--- src/hw/rtl/suf_pkg.sv ---
// ----------------------------------------------------------------------------
// suf_pkg
// Shared types and constants of the sequence unwrap / duplicate filter.
// ----------------------------------------------------------------------------
package suf_pkg;

  // Seen map geometry: MAP_ENTRIES must be a power of two.
  localparam int MAP_ENTRIES   = 65536;
  localparam int MAP_BITS      = $clog2(MAP_ENTRIES);
  localparam int ROW_WIDTH     = 16;
  localparam int ROW_SEL_BITS  = $clog2(ROW_WIDTH);
  localparam int MAP_ROWS      = MAP_ENTRIES / ROW_WIDTH;
  localparam int ROW_ADDR_BITS = MAP_BITS - ROW_SEL_BITS;

  localparam logic [15:0] HALF_WINDOW      = 16'd128;
  localparam logic [15:0] WRAP_STEP        = 16'd256;
  localparam logic [15:0] WINDOW_RESET     = 16'd30000;
  localparam logic [11:0] MIN_LENGTH       = 12'd161;
  localparam logic [11:0] REDUNDANT_LENGTH = 12'd321;

  // Result group queue
  localparam int QUEUE_DEPTH    = 4;
  localparam int QUEUE_PTR_BITS = $clog2(QUEUE_DEPTH);
  localparam int QUEUE_CNT_BITS = $clog2(QUEUE_DEPTH + 1);

  typedef logic [15:0] seq_t;

  // One seen map claim issued by the unwrap stage
  typedef struct packed {
    logic valid;
    seq_t cand;     // extended sequence of the item
    seq_t seq;      // sequence whose map bit is claimed
    logic red;      // claim for the redundant copy (cand - 1)
    logic last_op;  // final claim of the item
  } claim_op_t;

  // Claim outcome of one item, pushed to the result queue
  typedef struct packed {
    logic valid;
    seq_t cand;
    logic p_hit;
    logic r_hit;
  } group_t;

endpackage

--- src/hw/rtl/suf_unwrap.sv ---
// ----------------------------------------------------------------------------
// suf_unwrap
// Input stage: holds one header, unwraps the wire sequence against the
// latest sequence, advances it and issues one or two seen map claims.
// ----------------------------------------------------------------------------
module suf_unwrap (
  input  logic                clk,
  input  logic                rst,
  input  logic                in_valid,
  output logic                in_ready,
  input  logic [7:0]          seq_byte,
  input  logic [11:0]         packet_length,
  input  logic                cfg_we,
  input  logic [15:0]         cfg_wdata,
  input  logic                busy,
  input  logic                room,
  output suf_pkg::claim_op_t  op
);
  import suf_pkg::*;

  seq_t        latest;
  seq_t        window;
  logic        a_valid;
  logic        a_phase;
  logic [7:0]  a_wire;
  logic [11:0] a_len;
  seq_t        a_cand;

  seq_t base;
  seq_t cand_c;
  seq_t diff_dn;
  seq_t diff_up;
  seq_t jump;
  logic advance;
  logic need_red;
  logic issue;
  logic a_done;
  logic accept;

  always_comb begin
    base    = {latest[15:8], a_wire};
    diff_dn = latest - base;
    diff_up = base - latest;
    cand_c  = base;
    if (base < latest && diff_dn > HALF_WINDOW) begin
      cand_c = base + WRAP_STEP;
    end else if (base > latest && diff_up > HALF_WINDOW) begin
      cand_c = base - WRAP_STEP;
    end
    jump     = cand_c - latest;
    advance  = (cand_c > latest) && (jump < window);
    need_red = (a_len == REDUNDANT_LENGTH) && (cand_c != '0);
  end

  // Phase 0 claims the primary sequence and needs queue room; phase 1 follows it.
  assign issue    = a_valid && (a_phase || room);
  assign a_done   = issue && (a_phase || !need_red);
  assign in_ready = !busy && (!a_valid || a_done);
  assign accept   = in_valid && in_ready;

  always_comb begin
    op.valid   = issue;
    op.cand    = a_phase ? a_cand : cand_c;
    op.seq     = a_phase ? (a_cand - 16'd1) : cand_c;
    op.red     = a_phase;
    op.last_op = a_phase || !need_red;
  end

  always_ff @(posedge clk) begin
    if (rst) begin
      latest  <= '0;
      window  <= WINDOW_RESET;
      a_valid <= 1'b0;
      a_phase <= 1'b0;
    end else begin
      if (cfg_we) begin
        window <= cfg_wdata;
      end
      if (issue && !a_phase && advance) begin
        latest <= cand_c;
      end
      if (accept) begin
        // drop short packets right here
        a_valid <= (packet_length >= MIN_LENGTH);
        a_phase <= 1'b0;
      end else if (a_done) begin
        a_valid <= 1'b0;
        a_phase <= 1'b0;
      end else if (issue) begin
        a_phase <= 1'b1;
      end
    end
  end

  always_ff @(posedge clk) begin
    if (accept) begin
      a_wire <= seq_byte;
      a_len  <= packet_length;
    end
    if (issue && !a_phase) begin
      a_cand <= cand_c;
    end
  end

endmodule

--- config.mk ---
export PLATFORM = sky130hd
export DESIGN_NAME = suf_unwrap
export DESIGN_NICKNAME = d
export VERILOG_FILES = /design/src/hw/rtl/suf_pkg.sv /design/src/hw/rtl/suf_unwrap.sv
export SDC_FILE = /design/constraint.sdc
export NUM_CORES = 1
export LEC_CHECK = 0
export ABC_AREA = 1
export BUFFER_PORTS_ARGS = -buffer_cell sky130_fd_sc_hd__buf_2
export CORE_MARGIN = 1.5
export CORE_UTILIZATION = 30
export DETAILED_ROUTE_END_ITERATION = 7
export SETUP_SLACK_MARGIN = 0.1
export SYNTH_ARGS = -nofsm -noshare
export SYNTH_HDL_FRONTEND = slang
export SYNTH_SLANG_ARGS = --single-unit
--- constraint.sdc ---
create_clock -name clk -period 5.8 [get_ports clk]
set_input_delay 0.87 -clock clk [delete_from_list [all_inputs] [get_ports clk]]
set_output_delay 0.87 -clock clk [all_outputs]
set_load 0.05 [all_outputs]
==> impl_metrics.py <==
metrics = {
    "placed_design": {
        "gp_congestion": 0.8458,
        "hpwlAfterDp_mm": 9.639,
        "dp_cells": 945,
        "numPortBuffers": 77,
    },
    "finish": {
        "areaGrowthSynthToFinish_pct": 20.13,
        "nets": 833,
        "seqCellArea_um2": 1762,
        "drive_above_1_share": 0.1867,
        "diodes": 0,
        "filler_cell_count": 1747,
        "final_cell_mix": "nand2_1, inv_1, buf_2, a21oi_1, o21ai_0",
        "multi_input_area_um2": 2825,
        "fin_cells": 970,
        "final_common_cell": "nand2_1",
    },
    "yosys": {
        "ys_seq_area_frac": 0.3524,
        "avgSynthCellArea_um2": 7.517,
        "yosysWarnings": 0,
        "synthCells": 665,
        "synth.top_cell.area_share": 0.2163,
        "synth-async-reset-ratio": 0,
        "syn-num-nets": 753,
        "yosys-top-cells-area": "edfxtp_1, dfxtp_1, ha_1",
        "synth_area_um2": 4999,
        "synth_seq_cells": 70,
        "yosysUniqueCellTypes": 45,
        "synth_flop_cell": "edfxtp_1",
        "yosysTopAreaCell": "edfxtp_1",
        "synth_edf_count": 36,
    },
    "sta": {
        "slew_viol_final": 0,
        "hold_viol_final": 0,
        "fin_crit_sh": 0.9207,
        "fin_skew_ns": 0.01283,
        "rsz0062_at_grt": "no",
        "fin_crit_ns": 5.340,
        "tns_ns": 0,
        "worstMarginPinSlew_ns": 0.8039,
        "final-setup-viol-count": 0,
        "max_freq_mhz": 187.3,
        "relSlewSlack": 0.4635,
    },
    "global_route": {
        "grt_pass1_wl_mm": 20.35,
        "first_global_vias": 4213,
        "gr-total-overflow": 0,
        "antenna_found_initial": 0,
        "grt_max_degree": 33,
        "grt_usage": 0.1459,
    },
    "die": {
        "start_util": 0.3047,
        "core_region_area_um2": 16410,
        "die-area_um2": 17450,
        "ios": 78,
        "die-height_um": 132.1,
        "core.rowCount": 47,
        "die_width_um": 132.1,
    },
    "critical_path": {
        "end_kind": "register",
        "slowest_stage": "edfxtp_1",
        "worst-setup-path-type": "register to register",
        "critical_path_peak_fanout": 16,
        "critPathLaunchType": "register",
        "worstPathArrival_ns": 5.57,
        "crit_required_ns": 6.03,
        "slowest_delay_ns": 0.52,
        "crit_top_cell": "nand2_1",
    },
    "routing": {
        "vias_per_cell": 4.594,
        "finalWirelength_mm": 12.86,
        "drt_first_iter_violations": 207,
        "route.detailed.drc": 0,
        "drt_first_pass_iters": 4,
        "vias": 4456,
        "ant_nets": 0,
        "routedWlPerCell_um": 13.26,
    },
    "cts": {
        "clock_latency_ns": 0.35,
        "cts-root-buf": "clkbuf_16",
        "cts_buffer_depth": 2,
        "htree_num_levels": 3,
        "cts_tree": "built",
        "clk_pin_slew_ns": 0.06,
        "cts_hold_buf": 0,
        "cts_num_sinks": 70,
        "cts_buffers": 9,
    },
    "power": {
        "p_per_area_nw_per_um2": 363.6,
        "vdd_drop_max_v": 0.0001629,
        "p_leak_uw": 0.002848,
    },
    "status": {
        "status": "completed",
    },
    "flow_run": {
        "drv_cap": 0,
    },
    "worst_hold_path": {
        "hold_class": "register to register",
    },
}
cell usage after synthesis, types with 3 or more instances:
master    count
fa_1          3
nand4_1      11
nor3_1        5
clkbuf_1      8
xor2_1       19
nor2_1       41
o21ai_1      11
nand3_2       3
o31ai_1       4
inv_1       108
dfxtp_1      34
ha_1         43
buf_4         3
nand3_1      33
a21oi_1      64
o21ai_0      51
nand2_1     136
nand3b_1      3
nand2_2      16
edfxtp_1     36
nor4_1        4
area by class of cell:
class,count,share of cell area
Multi-Input combinational cell,469,0.4705
Sequential cell,70,0.2934
Timing Repair Buffer,86,0.07543
Inverter,109,0.06814
Tap cell,220,0.04584
Clock buffer,9,0.03751
Clock inverter,7,0.009169
per-stage QoR:
stage	power, µW	setup slack (ns)	util	hold slack [ns]	area [µm²]
floorplan	1391	0.5738	-	0.4354	4999
global placement	1598	0.2757	0.3391	0.4550	5563
detailed placement	1599	0.2040	0.3391	0.4612	5563
CTS	2145	0.1759	0.3561	0.4726	5843
global route	2338	0.04220	0.3660	0.4819	6005
finish	2183	0.4598	0.3660	0.4698	6005
per-layer routing:
metal | global-route usage | share of wire
met5 | 0 | 0
met4 | 0.04877 | 0.017
met3 | 0.03691 | 0.062
met2 | 0.2260 | 0.43
met1 | 0.1979 | 0.49
logic make-up (layout without fill, tap and decap cells):
kind of cell             count (synthesis)  in the layout  share of synthesized area
AO/OA/AOI/OAI                          144            144                     0.1587
buffers and inverters                  127            211                     0.1031
XOR/XNOR                                20             20                    0.03504
AND/OR/NAND/NOR                        258            259                     0.2310
flip-flops                              70             70                     0.3524
adder cells (fa/ha/maj)                 46             46                     0.1197
flip-flops by register name, summed over array words and instances (netlist names):
name and cells:
a_cand 16, latest 16, window 16, a_len 12
a_wire 8, a_phase 1, a_valid 1
critical path: cells and delay by family, from the launching register on:
family | cells | cell delay (ns)
simple gates | 18 | 1.69
fa+ha+maj | 4 | 1.43
compound gates | 6 | 1.07
flops | 1 | 0.52
buf+inv | 3 | 0.32
xor+xnor | 1 | 0.18
what timing repair did:
action	CTS	global route
setup buffers	0	8
gates resized for setup	0	18
endpoints found under the setup margin	0	16
where the power goes:
part / switching, µW / internal [µW] / leakage, µW
registers: 22.1 / 560 / 0.000612
clock network: 237 / 295 / 0.000139
logic: 727 / 342 / 0.00210
total: 985 / 1200 / 0.00285
path summary, 6_finish.rpt:
kind	cells after the start	end	startpoint	slack [ns]
max	32	latest[2]	a_wire[1]	0.46
min	2	window[7]	window[7]	0.47
max reg2reg	32	latest[2]	a_wire[1]	0.46
min reg2reg	2	window[7]	window[7]	0.47
(Power assumes the default switching activity.)
