--- config.mk ---
export PLATFORM = sky130hd
export DESIGN_NAME = suf_result_queue
export DESIGN_NICKNAME = d
export VERILOG_FILES = /design/src/hw/rtl/suf_pkg.sv /design/src/hw/rtl/suf_result_queue.sv
export SDC_FILE = /design/constraint.sdc
export NUM_CORES = 1
export LEC_CHECK = 0
export BUFFER_PORTS_ARGS = -buffer_cell sky130_fd_sc_hd__buf_2
export CORE_ASPECT_RATIO = 1.4
export CORE_UTILIZATION = 30
export DETAILED_ROUTE_END_ITERATION = 10
export PLACE_DENSITY = 0.55
export SYNTH_ARGS = -nofsm -noshare
export SYNTH_HDL_FRONTEND = slang
export SYNTH_SLANG_ARGS = --single-unit
--- constraint.sdc ---
create_clock -name clk -period 4.2 [get_ports clk]
set_clock_uncertainty 0.1 [all_clocks]
set_input_delay 0.84 -clock clk [delete_from_list [all_inputs] [get_ports clk]]
set_output_delay 0.84 -clock clk [all_outputs]
set_load 0.01 [all_outputs]
--- src/hw/rtl/suf_pkg.sv ---
// ----------------------------------------------------------------------------
// suf_pkg
// Shared types and constants of the sequence unwrap / duplicate filter.
// ----------------------------------------------------------------------------
package suf_pkg;

  // Seen map geometry: MAP_ENTRIES must be a power of two.
  localparam int MAP_ENTRIES   = 65536;
  localparam int MAP_BITS      = $clog2(MAP_ENTRIES);
  localparam int ROW_WIDTH     = 16;
  localparam int ROW_SEL_BITS  = $clog2(ROW_WIDTH);
  localparam int MAP_ROWS      = MAP_ENTRIES / ROW_WIDTH;
  localparam int ROW_ADDR_BITS = MAP_BITS - ROW_SEL_BITS;

  localparam logic [15:0] HALF_WINDOW      = 16'd128;
  localparam logic [15:0] WRAP_STEP        = 16'd256;
  localparam logic [15:0] WINDOW_RESET     = 16'd30000;
  localparam logic [11:0] MIN_LENGTH       = 12'd161;
  localparam logic [11:0] REDUNDANT_LENGTH = 12'd321;

  // Result group queue
  localparam int QUEUE_DEPTH    = 4;
  localparam int QUEUE_PTR_BITS = $clog2(QUEUE_DEPTH);
  localparam int QUEUE_CNT_BITS = $clog2(QUEUE_DEPTH + 1);

  typedef logic [15:0] seq_t;

  // One seen map claim issued by the unwrap stage
  typedef struct packed {
    logic valid;
    seq_t cand;     // extended sequence of the item
    seq_t seq;      // sequence whose map bit is claimed
    logic red;      // claim for the redundant copy (cand - 1)
    logic last_op;  // final claim of the item
  } claim_op_t;

  // Claim outcome of one item, pushed to the result queue
  typedef struct packed {
    logic valid;
    seq_t cand;
    logic p_hit;
    logic r_hit;
  } group_t;

endpackage

--- src/hw/rtl/suf_result_queue.sv ---
// ----------------------------------------------------------------------------
// suf_result_queue
// Queue of claim outcomes per item and the output register that emits the
// primary result, then the redundant one, with the last flag.
// ----------------------------------------------------------------------------
module suf_result_queue (
  input  logic             clk,
  input  logic             rst,
  input  suf_pkg::group_t  grp,
  output logic             room,
  output logic             out_valid,
  input  logic             out_ready,
  output logic [15:0]      forward_seq,
  output logic             from_redundant,
  output logic             last
);
  import suf_pkg::*;

  group_t                    fifo [QUEUE_DEPTH];
  logic [QUEUE_PTR_BITS-1:0] wr_ptr;
  logic [QUEUE_PTR_BITS-1:0] rd_ptr;
  logic [QUEUE_CNT_BITS-1:0] count;

  seq_t cur_cand;
  logic cur_p;
  logic cur_r;

  logic fire;
  logic cur_done;
  logic load;

  // Room for this item and one item still in the map stage
  assign room = count <= QUEUE_CNT_BITS'(QUEUE_DEPTH - 2);

  assign out_valid      = cur_p || cur_r;
  assign forward_seq    = cur_p ? cur_cand : (cur_cand - 16'd1);
  assign from_redundant = !cur_p;
  assign last           = !(cur_p && cur_r);

  assign fire     = out_valid && out_ready;
  assign cur_done = fire && last;
  assign load     = (!out_valid || cur_done) && (count != '0);

  always_ff @(posedge clk) begin
    if (rst) begin
      wr_ptr <= '0;
      rd_ptr <= '0;
      count  <= '0;
      cur_p  <= 1'b0;
      cur_r  <= 1'b0;
    end else begin
      if (grp.valid) begin
        wr_ptr <= wr_ptr + 1'b1;
      end
      if (load) begin
        rd_ptr <= rd_ptr + 1'b1;
      end
      count <= count + QUEUE_CNT_BITS'(grp.valid) - QUEUE_CNT_BITS'(load);
      if (load) begin
        cur_p <= fifo[rd_ptr].p_hit;
        cur_r <= fifo[rd_ptr].r_hit;
      end else if (cur_done) begin
        cur_p <= 1'b0;
        cur_r <= 1'b0;
      end else if (fire) begin
        // primary taken, redundant result follows
        cur_p <= 1'b0;
      end
    end
  end

  always_ff @(posedge clk) begin
    if (grp.valid) begin
      fifo[wr_ptr] <= grp;
    end
    if (load) begin
      cur_cand <= fifo[rd_ptr].cand;
    end
  end

endmodule

==> results.md <==
Layout:
- Excluding fillers, the count of instances in the completed layout stands at 417.
- The finished cells cover 4620 um^2.
- Of the cells placed in the final design, the portion with a size suffix greater than 1 is 32.2%.
- In the final design database the tool counted 291 nets.
- The filler cell count in the final layout is 1210.
- Relative to the synthesized area, the layout overhead comes to 16.8%.
- 0 antenna diodes ended up in the layout.

Die:
- The horizontal die dimension is 99.1 um.
- The number of ports placed on the die boundary is 42.
- The height of the die is 138 um.
- The row count is 49.
- The die area is 13700 um^2.
- For this configuration, the core starts out at a cell density of 30.8%.
- The placeable core area is 12900 um^2.

Yosys:
- Sequential cells were found to cover 72.3% of the synthesized design area.
- In this run, synthesis inferred 88 flip-flops with an integrated enable.
- In this run, synthesis produced a sequential element count of 99.
- The most used flip-flop cell after synthesis is sky130_fd_sc_hd__edfxtp_1.
- When the netlist entered floorplanning its net count stood at 243.
- The count of distinct cell types in the synthesized netlist is 34.
- For this run, asynchronously set or reset flops after synthesis account for 0%.
- In this run the cell area of the synthesized design comes to 3960 um^2.
- A synthesized cell averages 18.7 um^2.
- In the synthesized netlist, the number of instances is 212.
- The warning count from the yosys run is 0.

Route:
- In the final routing, the length of wire on met1 measures 2.70 mm.
- Using the TritonRoute via totals, the vias-per-cell ratio works out to 4.55.
- In this run, the number of DRC markers left after iteration 0 of detailed routing was 80.
- The number of vias after detailed routing is 1899.
- The total wire length is 6.60 mm.
- The total iterations of the first detailed-routing run is 4.
- In this run the remaining antenna-violating nets after routing total 0.
- The highest signal layer in the routed design is met4.
- The met2 wire length is 3.38 mm.
- In the routed design, unresolved DRC markers number 0.
- The routed wirelength normalized by instance count is 15.8 um.
- The total met3 wirelength after detailed routing is 320 um.

Timing:
- The final clock period utilization by the worst path is 71.8%.
- The maximum achievable frequency is 331 MHz.
- The worst-margin pin slew is 984 ps.
- The total count of max-transition violations in the final report is 0.
- The final-report hold violation count is 0.
- The worst slew margin relative to its limit is 34.4%.
- The sum of negative setup slack is 0 ps.
- Subtracting the final worst setup slack from the clock period gives 3020 ps.
- The number of setup violations in the final report is 0.
- Setup repair after global routing left no endpoint under its margin.
- The worst path meets setup with 1180 ps of slack.

Run status:
- The run finished with clean final reports.

CTS:
- The root buffer cell chosen for the clock tree is sky130_fd_sc_hd__clkbuf_16.
- The clock passes through at most 2 buffers.
- The insertion delay to the later sink of the worst-skew pair is 340 ps.
- Buffers added to address setup during post-CTS repair amount to 0.
- The depth of the CTS H-tree is 3.
- After clock tree synthesis, the clock-pin slew on the worst setup and hold paths is 60 ps.
- Clock tree synthesis found a total of 99 sinks.
- The count of hold buffers inserted by post-cts repair is 0.
- TritonCTS built the clock tree.
- The number of cells upsized or downsized after cts is 0.
- The number of buffers added by the clock tree synthesis step is 9.

Worst setup path:
- The setup slack of the worst register-to-register path is 1740 ps.
- The critical path ends at forward_seq[14].
- The critical path start-end classification is reg2out.
- The reg-to-reg endpoint is count[2].
- The worst setup path startpoint is cur_cand[10].
- The type of destination of the critical path is a primary output.
- The depth of the worst register-to-register path is 9.
- STA puts the critical path data required time at 3260 ps.
- The arrival time of data at the critical path endpoint is 2080 ps.
- The origin of the critical flop-to-flop path is count[1].
- In this run the worst path has a maximum fanout of 3.
- The worst setup path is launched from a register.

Place:
- The worst setup timing slack at the placement stage is 1270 ps.
- The congestion estimate from routability-driven global placement came to 0.627.
- After legalization and detailed placement, the total HPWL measured 4.37 mm.
- The standard cell area after detailed placement is 4340 um^2.
- The count of input and output buffers is 41.
- The number of placed instances, taps included, is 402.

Power:
- Power spread over the standard cell area amounts to 645 nW/um^2.
- The sum of internal, switching and leakage power is 2.98 mW.
- The leakage power is 1.59 nW.
- The maximum vdd ir drop is 0.197 mV.

GRT:
- Global routing finished with a remaining overflow of 0.
- The first global-routing pass estimated 10.3 mm of wire.
- The maximum number of pins on one net before global-route repair is 19.
- The via count of the first global-routing pass was 1982.
- The initial antenna violation count came to 0.
- Global routing used 10.5% of the available tracks across all layers.

Min path:
- The worst hold path belongs to the class reg2reg.

Job:
- The total of max-cap violations is 0.
## report_power, final
part | internal [mW] | total, mW | switching (mW)
Sequential | 1.28 | 1.44 | 0.162
Clock | 0.453 | 0.786 | 0.334
Combinational | 0.384 | 0.757 | 0.373
## area by class of cell
| cell class | count | area [um^2] | area share (%) |
|---|---|---|---|
| Sequential cell | 99 | 2860 | 61.9 |
| Clock inverter | 6 | 57.6 | 1.24 |
| Inverter | 13 | 48.8 | 1.06 |
| Timing Repair Buffer | 43 | 220 | 4.76 |
| Clock buffer | 9 | 225 | 4.87 |
| Tap cell | 153 | 191 | 4.14 |
| Multi-Input combinational cell | 94 | 1020 | 22.0 |
## kinds of logic (layout without fill, tap and decap cells)
logic type               Yosys count  in the layout  synth area share (%)
buffers and inverters             19             71                  1.99
flip-flops                        99             99                  72.3
AND/OR/NAND/NOR                   37             37                  6.38
multiplexers                      20             20                  10.7
adder cells (fa/ha/maj)           10             10                  3.32
AO/OA/AOI/OAI                     11             11                  1.74
XOR/XNOR                          16             16                  3.54
## worst max-delay path, stage by stage (launching register included)
cell and delay (ps):
sky130_fd_sc_hd__edfxtp_1 430, sky130_fd_sc_hd__or3_4 420, sky130_fd_sc_hd__or3_4 350, sky130_fd_sc_hd__nor3_2 200, sky130_fd_sc_hd__xor2_1 170, sky130_fd_sc_hd__buf_2 150
## metal layers
metal	track usage (%)	up-vias
met5	0	-
met4	7.35	0
met3	2.62	10
met2	18.2	39
met1	11.4	937
li1	-	913
## cell usage after synthesis (all sizes together) (4+ instances only)
master   n  area share [%]
and2     4            0.63
mux4    18              10
dfxtp   11             5.6
xor2     9             2.0
xnor2    7             1.5
or3      4             1.0
nor2     7            0.66
nand2    4            0.38
ha       8             2.5
inv     13             1.2
edfxtp  88              67
a21oi    4            0.51
nor3     9             1.4
## worst min-delay path by stage
stage                           end  cells after the start  slack (ps)  startpoint
after floorplan            register                      2         350   rd_ptr[1]
after global placement    rd_ptr[1]                      2         380   rd_ptr[1]
after detailed placement  rd_ptr[1]                      2         380   rd_ptr[1]
after CTS                 rd_ptr[1]                      2         390   rd_ptr[1]
after global routing      rd_ptr[1]                      2         430   rd_ptr[1]
final                     rd_ptr[1]                      2         390   rd_ptr[1]
## flip-flops by register name (all words and copies together), names as in the netlist, named ones only
signal	count
cur_r	1
cur_cand	16
count	3
wr_ptr	2
rd_ptr	2
cur_p	1
fifo	72
## through the flow
| step | hold WS, ps | util (%) |
|---|---|---|
| 6_report | 387 | 35.9 |
| 3_3_place_gp | 382 | 33.7 |
| 4_1_cts | 391 | 35.9 |
| 3_5_place_dp | 379 | 33.7 |
| 2_1_floorplan | 353 | - |
| 5_1_grt | 433 | 35.9 |
## cells in the final DEF, fill, tap and decap left out, types with 2 or more instances in the layout
| cell | instances |
|---|---|
| sky130_fd_sc_hd__clkinv_1 | 2 |
| sky130_fd_sc_hd__buf_2 | 41 |
| sky130_fd_sc_hd__xor2_1 | 9 |
| sky130_fd_sc_hd__dfxtp_1 | 11 |
| sky130_fd_sc_hd__inv_1 | 13 |
| sky130_fd_sc_hd__and2_1 | 4 |
| sky130_fd_sc_hd__clkinvlp_4 | 2 |
| sky130_fd_sc_hd__a21oi_1 | 4 |
| sky130_fd_sc_hd__or3_4 | 3 |
| sky130_fd_sc_hd__edfxtp_1 | 88 |
| sky130_fd_sc_hd__nor3_2 | 2 |
| sky130_fd_sc_hd__o21ai_0 | 3 |
| sky130_fd_sc_hd__mux4_2 | 18 |
| sky130_fd_sc_hd__mux2i_1 | 2 |
| sky130_fd_sc_hd__o31ai_1 | 2 |
| sky130_fd_sc_hd__xnor2_1 | 7 |
| sky130_fd_sc_hd__ha_1 | 8 |
| sky130_fd_sc_hd__nor3_1 | 7 |
| sky130_fd_sc_hd__buf_4 | 2 |
| sky130_fd_sc_hd__nor2b_1 | 2 |
| sky130_fd_sc_hd__clkbuf_16 | 9 |
| sky130_fd_sc_hd__nand2_1 | 4 |
| sky130_fd_sc_hd__nor2_1 | 7 |
No activity file was read; power rests on OpenSTA's default activity.
